$ cat src/hw/rtl/atrlc_pkg.sv
// shared types, constants and pattern tables of the response line classifier
package atrlc_pkg;

  localparam int LINE_CAPACITY = 128;
  localparam int COUNT_W       = $clog2(LINE_CAPACITY);
  localparam int NUM_PATTERNS  = 7;
  localparam int NUM_EXACT     = 4;
  localparam int LEN_W         = 7;
  localparam int LEN_MAX       = 127;
  localparam int PAT_CHARS     = 12;

  localparam logic [7:0] CHAR_NL     = 8'h0A;
  localparam logic [7:0] CHAR_PROMPT = 8'h3E;

  typedef enum logic [2:0] {
    EV_NONE   = 3'd0,
    EV_OK     = 3'd1,
    EV_ERROR  = 3'd2,
    EV_BUSY   = 3'd3,
    EV_READY  = 3'd4,
    EV_PROMPT = 3'd5,
    EV_URC    = 3'd6
  } event_t;

  typedef enum logic [1:0] {
    URC_NONE    = 2'd0,
    URC_CONN    = 2'd1,
    URC_DISCONN = 2'd2,
    URC_WRITE   = 2'd3
  } urc_kind_t;

  typedef struct packed {
    logic [COUNT_W-1:0]      count;
    logic [NUM_PATTERNS-1:0] alive;
  } line_state_t;

  typedef struct packed {
    event_t          event_code;
    urc_kind_t       urc_kind;
    logic [LEN_W-1:0] line_length;
  } result_t;

  // pattern text, left aligned, zero padded to twelve characters
  function automatic logic [8*PAT_CHARS-1:0] pat_text(input logic [2:0] idx);
    logic [8*PAT_CHARS-1:0] t;
    case (idx)
      3'd0:    t = {"OK\r\n", 64'h0};
      3'd1:    t = {"ERROR\r\n", 40'h0};
      3'd2:    t = {"busy p...\r\n", 8'h0};
      3'd3:    t = {"ready\r\n", 40'h0};
      3'd4:    t = {"+BLECONN:", 24'h0};
      3'd5:    t = "+BLEDISCONN:";
      3'd6:    t = {"+WRITE:", 40'h0};
      default: t = '0;
    endcase
    return t;
  endfunction

  function automatic logic [3:0] pat_len(input logic [2:0] idx);
    logic [3:0] n;
    case (idx)
      3'd0:    n = 4'd4;
      3'd1:    n = 4'd7;
      3'd2:    n = 4'd11;
      3'd3:    n = 4'd7;
      3'd4:    n = 4'd9;
      3'd5:    n = 4'd12;
      3'd6:    n = 4'd7;
      default: n = 4'd0;
    endcase
    return n;
  endfunction

  function automatic logic [7:0] pat_char(input logic [2:0] idx, input logic [3:0] pos);
    logic [8*PAT_CHARS-1:0] t;
    logic [6:0]             msb;
    t   = pat_text(idx);
    msb = 7'(8*PAT_CHARS-1) - {pos, 3'b000};
    return t[msb -: 8];
  endfunction

endpackage

$ cat src/hw/rtl/atrlc_ifs.sv
// word channels of the response line classifier
interface atrlc_rx_if;
  logic       valid;
  logic       ready;
  logic [7:0] rx_byte;
  modport source (output valid, output rx_byte, input ready);
  modport sink   (input valid, input rx_byte, output ready);
endinterface

interface atrlc_ev_if;
  logic       valid;
  logic       ready;
  logic [2:0] event_code;
  logic [1:0] urc_kind;
  logic [6:0] line_length;
  modport source (output valid, output event_code, output urc_kind, output line_length,
                  input ready);
  modport sink   (input valid, input event_code, input urc_kind, input line_length,
                  output ready);
endinterface

interface atrlc_cfg_if;
  logic valid;
  logic ready;
  logic urc_enable;
  modport source (output valid, output urc_enable, input ready);
  modport sink   (input valid, input urc_enable, output ready);
endinterface

$ cat src/hw/rtl/atrlc_step.sv
// per-byte pattern tracking and line classification
module atrlc_step (
  input  atrlc_pkg::line_state_t st,
  input  logic [7:0]             rx_byte,
  input  logic                   urc_enable,
  output atrlc_pkg::line_state_t st_next,
  output atrlc_pkg::result_t     res
);

  logic                                stored;
  logic [atrlc_pkg::COUNT_W-1:0]       count_inc;
  logic [atrlc_pkg::NUM_PATTERNS-1:0]  alive_trk;
  logic [atrlc_pkg::COUNT_W-1:0]       plen;
  logic                                is_prompt;
  logic                                is_nl;
  logic                                sat;
  atrlc_pkg::event_t                   exact_ev;
  atrlc_pkg::urc_kind_t                urc_hit;

  assign stored = st.count < atrlc_pkg::COUNT_W'(atrlc_pkg::LINE_CAPACITY - 1);

  always_comb begin
    plen = '0;
    for (int i = 0; i < atrlc_pkg::NUM_PATTERNS; i++) begin
      plen = atrlc_pkg::COUNT_W'(atrlc_pkg::pat_len(3'(i)));
      if (!stored) begin
        alive_trk[i] = st.alive[i];
      end else if (st.count < plen) begin
        alive_trk[i] = st.alive[i] &&
                       (atrlc_pkg::pat_char(3'(i), st.count[3:0]) == rx_byte);
      end else begin
        alive_trk[i] = st.alive[i] && (i >= atrlc_pkg::NUM_EXACT);
      end
    end
  end

  assign count_inc = stored ? st.count + 1'b1 : st.count;
  assign is_prompt = (rx_byte == atrlc_pkg::CHAR_PROMPT) && (st.count == '0);
  assign is_nl     = rx_byte == atrlc_pkg::CHAR_NL;
  assign sat       = (atrlc_pkg::COUNT_W > atrlc_pkg::LEN_W) &&
                     (count_inc > atrlc_pkg::COUNT_W'(atrlc_pkg::LEN_MAX));

  // lowest index wins in both searches
  always_comb begin
    exact_ev = atrlc_pkg::EV_NONE;
    urc_hit  = atrlc_pkg::URC_NONE;
    for (int i = atrlc_pkg::NUM_EXACT - 1; i >= 0; i--) begin
      if (alive_trk[i] &&
          count_inc == atrlc_pkg::COUNT_W'(atrlc_pkg::pat_len(3'(i)))) begin
        exact_ev = atrlc_pkg::event_t'(3'(i + 1));
      end
    end
    for (int i = atrlc_pkg::NUM_PATTERNS - 1; i >= atrlc_pkg::NUM_EXACT; i--) begin
      if (alive_trk[i] &&
          count_inc >= atrlc_pkg::COUNT_W'(atrlc_pkg::pat_len(3'(i)))) begin
        urc_hit = atrlc_pkg::urc_kind_t'(2'(i - atrlc_pkg::NUM_EXACT + 1));
      end
    end
  end

  always_comb begin
    res.event_code  = atrlc_pkg::EV_NONE;
    res.urc_kind    = atrlc_pkg::URC_NONE;
    res.line_length = '0;
    st_next.count   = count_inc;
    st_next.alive   = alive_trk;
    if (is_prompt) begin
      res.event_code = atrlc_pkg::EV_PROMPT;
      st_next.count  = '0;
      st_next.alive  = '1;
    end else if (is_nl) begin
      res.line_length = sat ? atrlc_pkg::LEN_W'(atrlc_pkg::LEN_MAX)
                            : atrlc_pkg::LEN_W'(count_inc);
      if (exact_ev != atrlc_pkg::EV_NONE) begin
        res.event_code = exact_ev;
      end else if (urc_enable && urc_hit != atrlc_pkg::URC_NONE) begin
        res.event_code = atrlc_pkg::EV_URC;
        res.urc_kind   = urc_hit;
      end
      st_next.count = '0;
      st_next.alive = '1;
    end
  end

endmodule

$ cat src/hw/rtl/at_response_line_classifier_unit.sv
// top level of the response line classifier
// the result word of an accepted byte is registered into the output register in the next cycle
// throughput: one byte per cycle unless a full output register is stalled
// a new byte is taken whenever the output register is empty or being drained
// reset clears the line count, sets all match flags, disables urc reporting
// and empties the output register
module at_response_line_classifier_unit (
  input logic        clk,
  input logic        rst,
  atrlc_rx_if.sink   rx,
  atrlc_ev_if.source ev,
  atrlc_cfg_if.sink  cfg
);

  atrlc_pkg::line_state_t st;
  atrlc_pkg::line_state_t st_next;
  atrlc_pkg::result_t     res;
  atrlc_pkg::result_t     out_word;
  logic                   out_valid;
  logic                   urc_en;
  logic                   take;

  atrlc_step u_step (
    .st         (st),
    .rx_byte    (rx.rx_byte),
    .urc_enable (urc_en),
    .st_next    (st_next),
    .res        (res)
  );

  assign rx.ready  = !out_valid || ev.ready;
  assign take      = rx.valid && rx.ready;
  assign cfg.ready = 1'b1;

  always_ff @(posedge clk) begin
    if (rst) begin
      st.count  <= '0;
      st.alive  <= '1;
      urc_en    <= 1'b0;
      out_valid <= 1'b0;
    end else begin
      if (cfg.valid) begin
        urc_en <= cfg.urc_enable;
      end
      if (take) begin
        st        <= st_next;
        out_valid <= 1'b1;
      end else if (ev.ready) begin
        out_valid <= 1'b0;
      end
    end
  end

  always_ff @(posedge clk) begin
    if (take) begin
      out_word <= res;
    end
  end

  assign ev.valid       = out_valid;
  assign ev.event_code  = out_word.event_code;
  assign ev.urc_kind    = out_word.urc_kind;
  assign ev.line_length = out_word.line_length;

endmodule

$ cat src/flat_wrapper.sv
// flat-port wrapper written by rule: the top's interface ports become plain ports
module at_response_line_classifier_unit_flat 
  (clk, rst, rx_valid, rx_rx_byte, rx_ready, ev_valid, ev_event_code, ev_urc_kind, ev_line_length, ev_ready, cfg_valid, cfg_urc_enable, cfg_ready);
  atrlc_rx_if rx_i ();
  atrlc_ev_if ev_i ();
  atrlc_cfg_if cfg_i ();
  input logic clk;
  input logic rst;
  input wire logic [$bits(rx_i.valid)-1:0] rx_valid;
  input wire logic [$bits(rx_i.rx_byte)-1:0] rx_rx_byte;
  output wire logic [$bits(rx_i.ready)-1:0] rx_ready;
  output wire logic [$bits(ev_i.valid)-1:0] ev_valid;
  output wire logic [$bits(ev_i.event_code)-1:0] ev_event_code;
  output wire logic [$bits(ev_i.urc_kind)-1:0] ev_urc_kind;
  output wire logic [$bits(ev_i.line_length)-1:0] ev_line_length;
  input wire logic [$bits(ev_i.ready)-1:0] ev_ready;
  input wire logic [$bits(cfg_i.valid)-1:0] cfg_valid;
  input wire logic [$bits(cfg_i.urc_enable)-1:0] cfg_urc_enable;
  output wire logic [$bits(cfg_i.ready)-1:0] cfg_ready;
  assign rx_i.valid = rx_valid;
  assign rx_i.rx_byte = rx_rx_byte;
  assign rx_ready = rx_i.ready;
  assign ev_valid = ev_i.valid;
  assign ev_event_code = ev_i.event_code;
  assign ev_urc_kind = ev_i.urc_kind;
  assign ev_line_length = ev_i.line_length;
  assign ev_i.ready = ev_ready;
  assign cfg_i.valid = cfg_valid;
  assign cfg_i.urc_enable = cfg_urc_enable;
  assign cfg_ready = cfg_i.ready;
  at_response_line_classifier_unit u_core (.clk(clk), .rst(rst), .rx(rx_i), .ev(ev_i), .cfg(cfg_i));
endmodule
$ cat config.mk
export PLATFORM = sky130hd
export DESIGN_NAME = at_response_line_classifier_unit_flat
export DESIGN_NICKNAME = d
export VERILOG_FILES = /design/src/hw/rtl/atrlc_pkg.sv /design/src/hw/rtl/atrlc_ifs.sv /design/src/hw/rtl/atrlc_step.sv /design/src/hw/rtl/at_response_line_classifier_unit.sv /design/src/flat_wrapper.sv
export SDC_FILE = /design/constraint.sdc
export NUM_CORES = 1
export LEC_CHECK = 0
export CAP_MARGIN = 30
export CORE_ASPECT_RATIO = 1.25
export CORE_UTILIZATION = 67
export CTS_BUF_LIST = sky130_fd_sc_hd__clkbuf_8
export DETAILED_ROUTE_END_ITERATION = 16
export DONT_BUFFER_PORTS = 1
export MAX_ROUTING_LAYER = met4
export PLACE_DENSITY = 0.83
export SLEW_MARGIN = 20
export SYNTH_ARGS = -nofsm -noshare
export SYNTH_HDL_FRONTEND = slang
export SYNTH_SLANG_ARGS = --single-unit
$ cat constraint.sdc
create_clock -name clk -period 3.9 [get_ports clk]
set_clock_uncertainty 0.1 [all_clocks]
set_input_delay 0.78 -clock clk [delete_from_list [all_inputs] [get_ports clk]]
set_output_delay 0.78 -clock clk [all_outputs]
set_load 0.02 [all_outputs]
Word-level counts from Yosys, hierarchy flattened
Index checks and enable logic that the tools add are counted.
- bits of input ports: 14
- bits in registers: 28
- logic and storage cells: 109
- shift-type cells: 7
- $add $sub $neg: 2
- multiplexer cells: 44
- equality and inequality tests: 12
- reductions and logical operators: 25
- $lt $le $gt $ge: 9
- bitwise gates (word level): 2
- operators by type and width (cell ; number):
    $mux 96 ; 14
    $shiftx 103x8->8 ; 7
    $eq 8x8->1 ; 7
    $mux 14 ; 2
    $lt 7x4->1 const B ; 3
    $logic_and 1x1->1 ; 17
    $mux 1 ; 16
    $mux 3 ; 5
    $eq 7x3->1 const B ; 2
    $ge 7x4->1 const B ; 2
    $lt 7x3->1 const B ; 2
    $mux 12 ; 1
    $eq 8x4->1 const B ; 1
    $eq 8x6->1 const B ; 1
    $mux 2 ; 4
    $add 7x1->7 const B ; 1
    $eq 7x4->1 const B ; 1
    $ge 7x3->1 const B ; 1
    $logic_not 7->1 ; 1
    $lt 7x7->1 const B ; 1
    $mux 7 ; 1
    $sub 7x7->7 const A ; 1
    $mux 5 ; 1
    $reduce_bool 2->1 ; 2
    other kinds (6) ; 7

Depth between registers and ports, before layout
- depth after elaboration: 17
- gate-level depth with buffers: 15

Modules after synthesis
Synthesis repeated with hierarchy kept, for this count alone.
- cells, all modules: 386
- area total of the unflattened synthesis: 2976.6 µm²
- by module, submodules not included (module ; area each (µm²) ; seq. area each (µm²) ; cells each ; times used):
    atrlc_step ; 1945.6 ; 0.0 ; 308 ; 1
    at_response_line_classifier_unit ; 1031.0 ; 680.7 ; 78 ; 1

Worst setup path after synthesis
OpenSTA, ideal clock, no wires.
- path type: register to register
- start: register u_core.st[9] (netlist name)
- end: register u_core.out_word (netlist bit u_core.ev.event_code[2]) (data pin)
- setup time: 271 ps
- path buffers: 4
- cell stages (with the launch flop): 15
- data required time: 3529 ps
- clock period less this slack: 3040 ps
- path slack: 860 ps
- data arrival time: 2669 ps
- path through: dfxtp_1 buf_2 clkinv_1 buf_2 ha_1 buf_2 buf_4 nand2_1 nor2_1 a2111oi_0 o31ai_1 o31ai_1 nand2_1 o2111ai_4 o211ai_1
- word-level cells in the longest chain between the ends: 15
- elaborated cells between the ends (all ways): 72
- classes of those cells: add/sub (2); order compare (9); eq/ne (10); shift (7); mux (25); reduce/logical (19)
- RTL lines (item ; RTL line ; RTL):
    $sub 7x7->7 ; atrlc_pkg.sv:78 ; msb = 7'(8*PAT_CHARS-1) - {pos, 3'b000};
    $shiftx 103x8->8 ; atrlc_pkg.sv:79 ; return t[msb -: 8];
    $eq 8x8->1 ; atrlc_step.sv:30 ; (atrlc_pkg::pat_char(3'(i), st.count[3:0]) == rx_byte);
    $logic_and 1x1->1 ; atrlc_step.sv:29 ; alive_trk[i] = st.alive[i] &&
    $mux 1 ; atrlc_step.sv:28 ; end else if (st.count < plen) begin
    $mux 1 ; atrlc_step.sv:26 ; if (!stored) begin
    $logic_and 1x1->1 ; atrlc_step.sv:54 ; if (alive_trk[i] &&
    $mux 2 (3 in a row) ; atrlc_step.sv:54 ;
    $reduce_bool 2->1 ; atrlc_step.sv:76 ; end else if (urc_enable && urc_hit != atrlc_pkg::URC_NONE) begin
    $logic_and 1x1->1 ; atrlc_step.sv:76 ;
    $mux 5 ; atrlc_step.sv:76 ;
    $mux 3 ; atrlc_step.sv:74 ; if (exact_ev != atrlc_pkg::EV_NONE) begin
    $mux 12 ; atrlc_step.sv:71 ; end else if (is_nl) begin
    end signal, assigned ; at_response_line_classifier_unit.sv:56 ; out_word <= res;
    end, declared ; at_response_line_classifier_unit.sv:18 ; atrlc_pkg::result_t out_word;
Parallel ways exist; a longest one is shown, timed or not.
A chain may end at the register's enable or synchronous reset.

Worst setup path after layout
- start: register u_core.st[8] (netlist name)
- end: register u_core.out_word (netlist bit u_core.ev.urc_kind[1]) (data pin)
- word-level cells in the longest chain between the ends: 14
- elaborated cells between the ends (all ways): 71
- classes of those cells: add/sub (2); order compare (9); eq/ne (10); shift (7); mux (22); bitwise (1); reduce/logical (20)
- RTL lines (item ; RTL line):
    $sub 7x7->7 ; atrlc_pkg.sv:78
    $shiftx 103x8->8 ; atrlc_pkg.sv:79
    $eq 8x8->1 ; atrlc_step.sv:30
    $logic_and 1x1->1 ; atrlc_step.sv:29
    $mux 1 ; atrlc_step.sv:28
    $mux 1 ; atrlc_step.sv:26
    $logic_and 1x1->1 ; atrlc_step.sv:54
    $mux 2 (3 in a row) ; atrlc_step.sv:54
    $reduce_bool 2->1 ; atrlc_step.sv:76
    $logic_and 1x1->1 ; atrlc_step.sv:76
    $not 1->1 (no line) ; n/a
    $reduce_or 4->1 (no line) ; n/a
Parallel ways exist; a longest one is shown, timed or not.

==> flow_summary.toml <==
[outcome]
status = "completed"

[synthesis]
synth_top_cell_by_area = "edfxtp_1"
synth.top_cells.by_area = "edfxtp_1, dfxtp_1, a21oi_1"
synthAdderAreaFrac_pct = 4.62
synth_common_cells = "a21oi_1, nor2_1, nand2_1, buf_2, nor3_1"
ys_seq_area_share_pct = 20.9
yosysMostFrequentCell = "a21oi_1"
synth_edf_count = 12
synth_compound_area_share_pct = 26.5
synth-simple-area-share_pct = 30.8
ys_warn_count = 0
ys_ff_latch = 28
syn-cell-area_um2 = 3250
synth_xor_xnor_area_share_pct = 7.00
ys_async_sr_fraction_pct = 0
synth-main-ff-cell = "dfxtp_1"
synth_nets = 452
synthMuxAreaShare_pct = 1.85
yosysTopAreaCellShare_pct = 11.1
syn_inst = 426
ys_types = 80
synth_top_family_by_area = "simple AND/OR/NAND/NOR gates"
avgSynthCellArea_um2 = 7.64

[clocking]
htree_levels = 1
cts_tree = "yes"
post_cts_buffers = 0
clk_latency_ns = 0.27
clk_pin_slew_ns = 0.10
post_cts_resize_count = 0
cts_sinks = 28
cts-root-buf = "clkbuf_8"
numCtsBuffers = 3
cts_buffer_depth = 2
cts_hold_repair.buffers = 0

[global_routing]
antenna_found_initial = 0
grt_max_degree = 49
track_usage_pct = 41.1
grt_overflow = 0
grt_pass1_wl_um = 15800
first_global_vias = 3022

[place]
dp_hpwl_um = 7270
port_buffers = 0
gp_congestion = 1.06

[job]
drv_cap = 0

[detailed_routing]
dr.pass1.iters = 5
avgViaCountPerCell = 7.45
wl_per_cell_um = 22.2
drt_wl_total_um = 10200
drcViolationCount = 0
drtIter0Drc = 388
ant_nets = 0
route.vias.total = 3412

[critical_path]
cp_max_fo = 11
crit_arrival_ns = 3.29
crit_type = "flop to flop"
path_cells = "inv_2, ha_1, nor3_2, nor2_2, xnor2_1, nor4_2, nand4_2, a31oi_4, o2111ai_4, nor3b_2"
max_stage_delay_ns = 0.54
endpoint_kind = "flop"
cp_slowest_cell = "dfxtp_1"
critPathLaunchType = "flop"
critPathBufInv = 1
critPathRequiredTime_ns = 3.93
crit_family = "simple AND/OR/NAND/NOR gates"

[min_path]
min_path_type = "flop to flop"

[sta]
tightest_slew_ns = 0.842
setup_viol = 0
maxSlewViolCount = 0
slew-limit-headroom_pct = 43.2
grt_setup_unrepaired = "false"
finalCriticalPeriod_ns = 3.26
period_share_pct = 83.6
whs_ns = 0.389
timing.fmax_ghz = 0.307
tns_ns = 0
finalHoldViolations = 0

[cells_and_area]
fillers = 436
diodes = 0
syn2layout_area_growth_pct = -0.539
drive_above_1_share_pct = 8.79
nets = 425

[floorplan]
row_count = 28
core_area_um2 = 4690
chipHeight_um = 79.9
io_pins = 29
die_area_um2 = 5140
start_util_pct = 69.3
die_x_um = 64.3

[power]
peakVddDrop_mv = 0.167
power_uw = 727
p_leak_uw = 0.00118
power.density_nw_per_um2 = 225
==> metal layers <==
metal  up-vias  global-route usage (%)  part of all wire [%]  routed length, um
li1       1532                       -                     -                  -
met3        55                    5.57                   9.3                946
met2       238                    65.1                    47               4800
met4         0                    24.0                   6.2                628
met5         -                       -                     0                  0
met1      1587                    49.6                    37               3800
==> sequential cells by signal, summed over array words and instances (netlist names) <==
| name | count |
|---|---|
| u_core.urc_en | 1 |
| u_core.ev.event_code | 3 |
| u_core.st | 14 |
| u_core.ev.line_length | 7 |
| u_core.ev.urc_kind | 2 |
| u_core.ev.valid | 1 |
==> cell families (layout without fill, tap and decap cells) <==
kind of cell | after synthesis | in the layout
mux | 6 | 6
buf+inv | 55 | 27
flops | 28 | 28
compound gates | 124 | 124
simple gates | 174 | 174
xor+xnor | 26 | 26
fa+ha+maj | 12 | 12
other cells | 1 | 1
==> layout make-up <==
type,count,area [um^2],area share [%]
well taps,60,75.1,2.32
multi-input cells,343,2310,71.3
clock inverters,1,3.75,0.116
repair buffers,11,82.6,2.55
clock buffers,3,41.3,1.28
inverters,12,45.0,1.39
flip-flops and latches,28,681,21.0
==> final timing paths <==
check,slack [ns],cells after the start,end,start
worst max-delay path,0.64,10,u_core.ev.urc_kind[1],u_core.st[8]
worst min-delay path,0.39,2,u_core.st[6],u_core.st[6]
worst max register to register,0.64,10,u_core.ev.urc_kind[1],u_core.st[8]
worst min register to register,0.39,2,u_core.st[6],u_core.st[6]
==> report_power, final <==
group | switching, uW | total [uW] | internal (uW)
clock | 93.2 | 164 | 70.7
sequential | 17.4 | 337 | 320
combinational | 136 | 225 | 89.2
==> worst register-to-register path: cells and delay by family (launching register included) <==
| kind | cells | cell delay [ns] |
|---|---|---|
| adders and majority gates | 1 | 0.47 |
| DFF | 1 | 0.54 |
| and+or+nand+nor | 5 | 1.23 |
| buffers and inverters | 1 | 0.13 |
| AOI/OAI and AO/OA | 2 | 0.49 |
| xor gates and xnor gates | 1 | 0.15 |
==> cells in the final DEF (no fill, tap or decap), drive strengths merged, types with 12 or more instances in the layout <==
cell type,count
edfxtp,12
a21oi,39
nand2,27
inv,12
o21ai,19
nor2,34
xnor2,15
ha,12
dfxtp,16
nand3,16
nor3,25
==> per-stage QoR <==
stage	cell area, um^2	utilization (%)	setup WS [ns]	cells
final	3240	68.9	0.638	458
after CTS	3240	68.9	0.688	458
after global routing	3240	68.9	0.443	458
after global placement	3190	68.0	0.775	454
after detailed placement	3190	68.0	0.709	454
after floorplan	3250	-	0.860	426
Note: power is estimated with default switching activity, not from simulation.
